[src/rtl/lmsanf_pkg.sv]
package lmsanf_pkg;

    localparam int TAPS_DEF  = 32;
    localparam int SAMPLE_W  = 16;
    localparam int OUT_W     = 32;
    localparam int DIV_W     = 15;
    localparam int QBITS     = 11;
    localparam int QHALF     = 1 << (QBITS - 1);
    localparam int ERR_W     = 33;
    localparam int STEP_W    = ERR_W + 2;
    localparam int PROD_W    = STEP_W + SAMPLE_W;
    localparam int HIST_W    = 2 * SAMPLE_W;
    localparam int DIV_STEPS = ERR_W;

    localparam logic [DIV_W-1:0] DIV_RESET = 15'd16;

    typedef enum logic [4:0] {
        ST_IDLE = 5'b00001,
        ST_DOT  = 5'b00010,
        ST_EMIT = 5'b00100,
        ST_DIV  = 5'b01000,
        ST_UPD  = 5'b10000
    } state_t;

    typedef struct packed {
        logic                    start;
        logic signed [ERR_W-1:0] dividend;
        logic [DIV_W-1:0]        divisor;
    } div_req_t;

    typedef struct packed {
        logic                    done;
        logic signed [ERR_W-1:0] quotient;
    } div_rsp_t;

endpackage

[src/rtl/lmsanf_ram.sv]
module lmsanf_ram #(
    parameter int WIDTH = 32,
    parameter int DEPTH = 32
) (
    input  logic                     aclk,
    input  logic                     we,
    input  logic [$clog2(DEPTH)-1:0] waddr,
    input  logic [WIDTH-1:0]         wdata,
    input  logic [$clog2(DEPTH)-1:0] raddr,
    output logic [WIDTH-1:0]         rdata
);

    logic [WIDTH-1:0] mem [DEPTH];

    always_ff @(posedge aclk) begin
        if (we) begin
            mem[waddr] <= wdata;
        end
        rdata <= mem[raddr];
    end

endmodule

[src/rtl/lmsanf_div.sv]
module lmsanf_div (
    input  logic                 aclk,
    input  logic                 aresetn,
    input  lmsanf_pkg::div_req_t req,
    output lmsanf_pkg::div_rsp_t rsp
);

    import lmsanf_pkg::*;

    localparam int CNT_W = $clog2(DIV_STEPS + 1);

    logic                    busy_reg;
    logic [CNT_W-1:0]        cnt_reg;
    logic                    neg_reg;
    logic [ERR_W-1:0]        quo_reg;
    logic [DIV_W-1:0]        rem_reg;
    logic [DIV_W-1:0]        dsr_reg;
    logic                    done_reg;
    logic signed [ERR_W-1:0] q_out_reg;

    logic [DIV_W:0]   rem_sh;
    logic [DIV_W:0]   rem_sub;
    logic             ge;
    logic [DIV_W-1:0] rem_next;
    logic [ERR_W-1:0] quo_next;
    logic [ERR_W-1:0] mag_in;

    assign rem_sh   = {rem_reg, quo_reg[ERR_W-1]};
    assign ge       = rem_sh >= {1'b0, dsr_reg};
    assign rem_sub  = rem_sh - {1'b0, dsr_reg};
    assign rem_next = ge ? rem_sub[DIV_W-1:0] : rem_sh[DIV_W-1:0];
    assign quo_next = {quo_reg[ERR_W-2:0], ge};
    assign mag_in   = req.dividend[ERR_W-1] ? ERR_W'(-req.dividend) : ERR_W'(req.dividend);

    always_ff @(posedge aclk) begin
        if (!aresetn) begin
            busy_reg <= 1'b0;
            cnt_reg  <= '0;
            done_reg <= 1'b0;
        end else begin
            done_reg <= 1'b0;
            if (req.start) begin
                busy_reg <= 1'b1;
                cnt_reg  <= CNT_W'(DIV_STEPS);
                neg_reg  <= req.dividend[ERR_W-1];
                quo_reg  <= mag_in;
                rem_reg  <= '0;
                dsr_reg  <= (req.divisor == '0) ? DIV_W'(1) : req.divisor;
            end else if (busy_reg) begin
                quo_reg <= quo_next;
                rem_reg <= rem_next;
                cnt_reg <= cnt_reg - 1'b1;
                if (cnt_reg == CNT_W'(1)) begin
                    busy_reg  <= 1'b0;
                    done_reg  <= 1'b1;
                    q_out_reg <= neg_reg ? -$signed(quo_next) : $signed(quo_next);
                end
            end
        end
    end

    assign rsp.done     = done_reg;
    assign rsp.quotient = q_out_reg;

endmodule

[src/rtl/lmsanf_mac.sv]
module lmsanf_mac (
    input  logic                                  aclk,
    input  logic                                  aresetn,
    input  logic                                  in_valid,
    input  logic signed [lmsanf_pkg::STEP_W-1:0]   mul_a,
    input  logic signed [lmsanf_pkg::SAMPLE_W-1:0] mul_b,
    output logic                                  out_valid,
    output logic [lmsanf_pkg::OUT_W-1:0]          term
);

    import lmsanf_pkg::*;

    logic signed [PROD_W-1:0] prod_next;
    logic signed [PROD_W-1:0] prod_reg;
    logic signed [PROD_W-1:0] rnd;
    logic                     valid_reg;

    assign prod_next = mul_a * mul_b;

    always_ff @(posedge aclk) begin
        if (!aresetn) begin
            valid_reg <= 1'b0;
        end else begin
            valid_reg <= in_valid;
        end
        prod_reg <= prod_next;
    end

    // Q11: round half up, arithmetic shift, keep 32 bits
    assign rnd       = prod_reg + PROD_W'(QHALF);
    assign term      = rnd[QBITS+OUT_W-1:QBITS];
    assign out_valid = valid_reg;

endmodule

[src/rtl/lms_adaptive_noise_filter_core.sv]
// A result is offered once the dot product over all taps is done and the output register is free.
// A new input is taken only once the last is through: the shared multiplier walks the taps
// once for the dot product and once for the weight update, with a 33-step divider between.
// The input may be taken while a result still waits on the output register.
// Reset (aresetn low, synchronous): histories and weights read as zero, divisor is 16.
module lms_adaptive_noise_filter_core #(
    parameter int TAPS = lmsanf_pkg::TAPS_DEF
) (
    input  logic                             aclk,
    input  logic                             aresetn,
    input  logic                             cfg_wr_en,
    input  logic [lmsanf_pkg::DIV_W-1:0]     cfg_wr_data,   // step_divisor
    input  logic                             s_axis_tvalid,
    output logic                             s_axis_tready,
    input  logic [lmsanf_pkg::HIST_W-1:0]    s_axis_tdata,  // reference_sample (high half), primary_sample (low half)
    output logic                             m_axis_tvalid,
    input  logic                             m_axis_tready,
    output logic [lmsanf_pkg::OUT_W-1:0]     m_axis_tdata   // filter_output
);

    import lmsanf_pkg::*;

    localparam int IW = $clog2(TAPS);
    localparam int CW = $clog2(TAPS + 1);

    function automatic logic [IW-1:0] ptr_inc(input logic [IW-1:0] p);
        return (p == IW'(TAPS - 1)) ? '0 : p + 1'b1;
    endfunction

    state_t state_reg, state_next;

    logic [DIV_W-1:0] div_reg;
    logic [IW-1:0]    wp_reg;
    logic [CW-1:0]    fill_reg;
    logic             wvalid_reg;
    logic [IW-1:0]    rp_reg;
    logic [IW-1:0]    idx_reg;
    logic             issue_reg;

    logic             rd_vld_reg;
    logic             rd_last_reg;
    logic             rd_first_reg;
    logic             rd_hv_reg;
    logic [IW-1:0]    rd_idx_reg;
    logic             mx_last_reg;
    logic [IW-1:0]    mx_idx_reg;
    logic [OUT_W-1:0] w_dly_reg;

    logic [OUT_W-1:0]           acc_reg;
    logic signed [SAMPLE_W-1:0] prim_old_reg;
    logic signed [STEP_W-1:0]   step_reg;
    logic [OUT_W-1:0]           m_tdata_reg;
    logic                       m_tvalid_reg;

    logic                       s_accept;
    logic                       slot_valid;
    logic                       out_free;
    logic [HIST_W-1:0]          hist_rdata;
    logic [OUT_W-1:0]           w_rdata;
    logic signed [SAMPLE_W-1:0] hist_ref;
    logic signed [SAMPLE_W-1:0] hist_prim;
    logic [OUT_W-1:0]           w_rd;
    logic signed [STEP_W-1:0]   mul_a;
    logic                       mac_valid;
    logic [OUT_W-1:0]           term;
    logic                       w_we;
    logic [OUT_W-1:0]           w_wdata;
    logic signed [ERR_W-1:0]    err;
    div_req_t                   div_req;
    div_rsp_t                   div_rsp;

    assign s_axis_tready = (state_reg == ST_IDLE);
    assign s_accept      = s_axis_tvalid && s_axis_tready;
    assign out_free      = !m_tvalid_reg || m_axis_tready;
    assign slot_valid    = (fill_reg == CW'(TAPS)) || (CW'(rp_reg) < fill_reg);

    lmsanf_ram #(.WIDTH(HIST_W), .DEPTH(TAPS)) u_hist_ram (
        .aclk  (aclk),
        .we    (s_accept),
        .waddr (wp_reg),
        .wdata (s_axis_tdata),
        .raddr (rp_reg),
        .rdata (hist_rdata)
    );

    lmsanf_ram #(.WIDTH(OUT_W), .DEPTH(TAPS)) u_weight_ram (
        .aclk  (aclk),
        .we    (w_we),
        .waddr (mx_idx_reg),
        .wdata (w_wdata),
        .raddr (idx_reg),
        .rdata (w_rdata)
    );

    assign hist_prim = rd_hv_reg ? $signed(hist_rdata[SAMPLE_W-1:0]) : '0;
    assign hist_ref  = rd_hv_reg ? $signed(hist_rdata[HIST_W-1:SAMPLE_W]) : '0;
    assign w_rd      = wvalid_reg ? w_rdata : '0;
    assign mul_a     = (state_reg == ST_UPD) ? step_reg : STEP_W'($signed(w_rd));

    lmsanf_mac u_mac (
        .aclk      (aclk),
        .aresetn   (aresetn),
        .in_valid  (rd_vld_reg),
        .mul_a     (mul_a),
        .mul_b     (hist_ref),
        .out_valid (mac_valid),
        .term      (term)
    );

    assign w_we    = mac_valid && (state_reg == ST_UPD);
    assign w_wdata = w_dly_reg + term;

    assign err              = ERR_W'(prim_old_reg) - ERR_W'($signed(acc_reg));
    assign div_req.start    = (state_reg == ST_EMIT) && out_free;
    assign div_req.dividend = err;
    assign div_req.divisor  = div_reg;

    lmsanf_div u_div (
        .aclk    (aclk),
        .aresetn (aresetn),
        .req     (div_req),
        .rsp     (div_rsp)
    );

    always_comb begin
        state_next = state_reg;
        case (state_reg)
            ST_IDLE: begin
                if (s_accept) begin
                    state_next = ST_DOT;
                end
            end
            ST_DOT: begin
                if (mac_valid && mx_last_reg) begin
                    state_next = ST_EMIT;
                end
            end
            ST_EMIT: begin
                if (out_free) begin
                    state_next = ST_DIV;
                end
            end
            ST_DIV: begin
                if (div_rsp.done) begin
                    state_next = ST_UPD;
                end
            end
            ST_UPD: begin
                if (mac_valid && mx_last_reg) begin
                    state_next = ST_IDLE;
                end
            end
            default: begin
                state_next = ST_IDLE;
            end
        endcase
    end

    always_ff @(posedge aclk) begin
        if (!aresetn) begin
            state_reg    <= ST_IDLE;
            div_reg      <= DIV_RESET;
            wp_reg       <= '0;
            fill_reg     <= '0;
            wvalid_reg   <= 1'b0;
            issue_reg    <= 1'b0;
            rd_vld_reg   <= 1'b0;
            m_tvalid_reg <= 1'b0;
        end else begin
            state_reg  <= state_next;
            rd_vld_reg <= issue_reg;
            if (cfg_wr_en) begin
                div_reg <= cfg_wr_data;
            end
            if (s_accept) begin
                wp_reg    <= ptr_inc(wp_reg);
                rp_reg    <= ptr_inc(wp_reg);
                idx_reg   <= '0;
                issue_reg <= 1'b1;
                acc_reg   <= '0;
                if (fill_reg != CW'(TAPS)) begin
                    fill_reg <= fill_reg + 1'b1;
                end
            end
            if (issue_reg) begin
                rp_reg  <= ptr_inc(rp_reg);
                idx_reg <= idx_reg + 1'b1;
                if (idx_reg == IW'(TAPS - 1)) begin
                    issue_reg <= 1'b0;
                end
            end
            if (state_reg == ST_DOT && mac_valid) begin
                acc_reg <= acc_reg + term;
            end
            if (state_reg == ST_DOT && rd_vld_reg && rd_first_reg) begin
                prim_old_reg <= hist_prim;
            end
            if (m_tvalid_reg && m_axis_tready) begin
                m_tvalid_reg <= 1'b0;
            end
            if (div_req.start) begin
                m_tvalid_reg <= 1'b1;
                m_tdata_reg  <= acc_reg;
            end
            if (state_reg == ST_DIV && div_rsp.done) begin
                step_reg  <= {div_rsp.quotient, 2'b00};
                rp_reg    <= wp_reg;
                idx_reg   <= '0;
                issue_reg <= 1'b1;
            end
            if (state_reg == ST_UPD && mac_valid && mx_last_reg) begin
                wvalid_reg <= 1'b1;
            end
        end
        rd_last_reg  <= (idx_reg == IW'(TAPS - 1));
        rd_first_reg <= (idx_reg == '0);
        rd_hv_reg    <= slot_valid;
        rd_idx_reg   <= idx_reg;
        mx_last_reg  <= rd_last_reg;
        mx_idx_reg   <= rd_idx_reg;
        w_dly_reg    <= w_rd;
    end

    assign m_axis_tvalid = m_tvalid_reg;
    assign m_axis_tdata  = m_tdata_reg;

endmodule
[config.mk]
export PLATFORM = sky130hd
export DESIGN_NAME = lms_adaptive_noise_filter_core
export DESIGN_NICKNAME = d
export VERILOG_FILES = /design/src/rtl/lmsanf_pkg.sv /design/src/rtl/lmsanf_ram.sv /design/src/rtl/lmsanf_div.sv /design/src/rtl/lmsanf_mac.sv /design/src/rtl/lms_adaptive_noise_filter_core.sv
export SDC_FILE = /design/constraint.sdc
export NUM_CORES = 2
export LEC_CHECK = 0
export BUFFER_PORTS_ARGS = -buffer_cell sky130_fd_sc_hd__buf_2
export CORE_MARGIN = 5
export CORE_UTILIZATION = 45
export CTS_CLUSTER_SIZE = 10
export DETAILED_ROUTE_END_ITERATION = 10
export PLACE_DENSITY_LB_ADDON = 0.08
export SYNTH_ARGS = -nofsm -noshare
export SYNTH_HDL_FRONTEND = slang
export SYNTH_SLANG_ARGS = --single-unit
[constraint.sdc]
create_clock -name aclk -period 14.02 [get_ports aclk]
set_clock_uncertainty 0.15 [all_clocks]
set_input_delay 1.402 -clock aclk [delete_from_list [all_inputs] [get_ports aclk]]
set_output_delay 1.402 -clock aclk [all_outputs]
set_load 0.02 [all_outputs]
==> summary.txt <==
Pwr
  • Pleak: 45.4 nW
  • Pwr/cell area: 131 nW/um2
  • VDD IR-drop max: 0.000124 V

Clock tree
  • Setup Buffers After CTS: 0
  • Post-CTS sizing: 0
  • Htree depth: 5
  • Max clock buf depth: 4
  • Worst skew pair latency: 0.93 ns
  • Hold_buf cts: 0
  • Clk sinks: 2455
  • Clock-pin slew on the worst setup and hold paths: 0.05 ns
  • CTS root buf: clkbuf_16
  • CTS tree: built
  • Cts bufs inserted: 303

Place
  • Post-DP HPWL: 206000 um
  • GPL Wtd Cong: 0.973
  • Placed Cells: 10300
  • I/O Buffers: 85

Timing
  • RSZ-0062 raised after global routing: no
  • Worst slew margin: 0.112
  • Final slew viol count: 0
  • Worst slew pin tran: 1.33 ns
  • Period utilisation layout: 0.612
  • Endpoints failing setup: 0
  • Hold Fails Final Rpt: 0
  • TNS Setup: 0 ns
  • Period minus WS final: 8.58 ns
  • Fmax: 117 MHz

Synth
  • FFs w/ async S/R, synth: 0
  • Synthesized area: 115000 um2
  • Mean Syn Cell Area: 16.4 um2
  • Number of synthesis warnings: 0
  • Number of synthesized flops with an enable pin: 2268
  • Synth Register Bits: 2455
  • Synth cell types: 95
  • Cells after Synth: 6972
  • Syn nets: 7718
  • Register area share after synthesis: 0.627
  • Top_reg_cell synth: edfxtp_1

Layout
  • Cell Count, Final, Fillers Out: 10800
  • Area Overhead vs Synth: 12.3%
  • Largest registers: u_hist_ram.mem (1024), u_weight_ram.mem (1024)
  • Share of cells above drive strength 1: 0.193
  • # fillers: 21200
  • # nets final: 7968

Run status
  • Run status: finished clean

Global route
  • Total track usage: 0.244
  • Vias in the first global route: 63900
  • Pin count of the biggest net entering global routing: 144
  • Antenna violations before repair: 43
  • GRT Residual Overflow: 0
  • First-pass GRT wire length: 463000 um

Detailed routing
  • Iter 0 DRT Violations: 5796
  • Via Count: 62000
  • Post-route DRC violation count: 0
  • Vias per cell: 5.77
  • Router iterations before antenna repair: 5
  • DRT Wirelength: 322000 um
  • Routed Antenna Nets: 0
  • WL per Instance: 30.0 um

Worst setup path
  • Critical path launch point type: flop
  • Setup CP Type: flop to flop
  • Critical-path maximum fanout: 36
  • Worst r2r dst: u_mac.prod_reg[42]
  • Critical path's slowest cell: a21boi_0
  • Crit end category: flop
  • R2r setup slk: 5.44 ns
  • Worst Reg2Reg Path Length in Cells: 28
  • Most used cell, CP: fa_1
  • Reg2reg start: state_reg[1]
  • Worst EP arrival: 9.17 ns
  • Crit-path max cell delay: 0.77 ns
  • Worst Path Required: 14.61 ns

Floorplanning
  • Total core area: 254000 um2
  • Die area: 265000 um2
  • Die span in x: 515 um
  • Row cnt: 185
  • DIE HEIGHT: 515 um
  • IO Pins: 86
  • Starting Density: 0.452

Hold path
  • Min-delay src: rd_idx_reg[4]
  • Hold endpoint: mx_idx_reg[4]
  • Hold path cells: 0
  • Hold Crit Class: flop to flop

Flow run
  • # Max-Cap Violations: 0
[critical path: cells and delay by family, from the launching register on]
family	cells	cell delay, ns
AO/OA/AOI/OAI	11	3.13
XOR/XNOR	1	0.13
adder cells (fa/ha/maj)	7	3.40
buffers and inverters	5	0.49
flip-flops	1	0.41
AND/OR/NAND/NOR	4	0.68
[layout make-up]
| type | count | area [um2] | share of cell area |
|---|---|---|---|
| multi-input combinational | 3568 | 39900 | 0.311 |
| timing repair buffer | 238 | 1620 | 0.0126 |
| inverter | 656 | 2460 | 0.0191 |
| sequential | 2455 | 71900 | 0.559 |
| clock buffer | 435 | 8260 | 0.0642 |
| tap | 3366 | 4210 | 0.0327 |
| antenna | 10 | 25.0 | 0.000195 |
| clock inverter | 23 | 248 | 0.00193 |
[cells in the mapped netlist, types with 21 or more instances]
cell type  instances  area share
ha_1             238       0.026
mux2i_1           29      0.0025
nor2b_1           21      0.0011
nor3_1            37      0.0016
mux4_2           640        0.13
o21a_1            23      0.0015
a21oi_1          118      0.0052
xnor2_1          164       0.013
clkbuf_1         222      0.0073
buf_1             63      0.0021
and3_1            31      0.0017
mux2_2            66      0.0065
dfxtp_1          187       0.033
fa_1             456       0.080
nand3_1           51      0.0022
nor2_1           511       0.017
a21o_1            62      0.0041
a21boi_0          26      0.0017
a31oi_1           21      0.0011
edfxtp_1        2268        0.59
inv_1            654       0.021
and2_1            77      0.0042
o21ai_0           99      0.0043
xor2_1            75      0.0057
nand2_1          542       0.018
[layout by cell type, fill, tap and decap left out, types with 77 or more instances in the layout]
master | synthesis | final
a21oi_1 | 118 | 117
and2_1 | 77 | 77
buf_2 | 7 | 85
buf_4 | 0 | 149
clkbuf_1 | 222 | 122
clkbuf_16 | 0 | 310
dfxtp_1 | 187 | 186
edfxtp_1 | 2268 | 2268
fa_1 | 456 | 456
ha_1 | 238 | 238
inv_1 | 654 | 653
mux4_2 | 640 | 640
nand2_1 | 542 | 542
nor2_1 | 511 | 443
o21ai_0 | 99 | 99
xnor2_1 | 164 | 143
[stage by stage]
stage	worst slack, ns	power (W)	utilization	area [um2]	hold WS (ns)
after CTS	5.47	0.0170	0.507	129000	0.176
after detailed placement	5.53	0.0101	0.473	120000	0.164
after global routing	5.09	0.0174	0.507	129000	0.180
after global placement	5.54	0.0100	0.473	120000	0.160
after floorplan	6.27	0.00941	-	115000	0.160
final	5.44	0.0168	0.507	129000	0.175
[cells by family after synthesis]
kind of cell / Yosys count / synth area share
XOR/XNOR: 239 / 0.0183
adder cells (fa/ha/maj): 694 / 0.106
flip-flops: 2455 / 0.627
AND/OR/NAND/NOR: 1381 / 0.0524
AO/OA/AOI/OAI: 519 / 0.0306
buffers and inverters: 949 / 0.0312
multiplexers: 735 / 0.135
[metal layers]
metal	up-vias	wire (um)	track usage
met4	0	9700	0.0683
met3	505	19700	0.0379
met2	2003	154000	0.391
met5	-	0	0
li1	26300	-	-
met1	33200	139000	0.350
[report_power, final]
part / internal, W / switching, W / leakage (nW) / total (W)
registers: 0.00818 / 0.000112 / 22.2 / 0.00830
clock network: 0.00409 / 0.00282 / 4.10 / 0.00691
logic: 0.000632 / 0.000975 / 19.1 / 0.00161
total: 0.0129 / 0.00391 / 45.4 / 0.0168
[worst max path at each step]
stage | startpoint | end | slack, ns | depth (start not counted)
5_1_grt | state_reg[1] | u_mac.prod_reg[42] | 5.09 | 28
3_3_place_gp | state_reg[2] | u_mac.prod_reg[42] | 5.54 | 28
4_1_cts | state_reg[1] | u_mac.prod_reg[42] | 5.47 | 28
3_5_place_dp | state_reg[1] | u_mac.prod_reg[42] | 5.53 | 28
2_1_floorplan | state_reg[1] | u_mac.prod_reg[42] | 6.27 | 29
6_report | state_reg[1] | u_mac.prod_reg[42] | 5.44 | 28
Note: power is estimated with default switching activity, not from simulation.
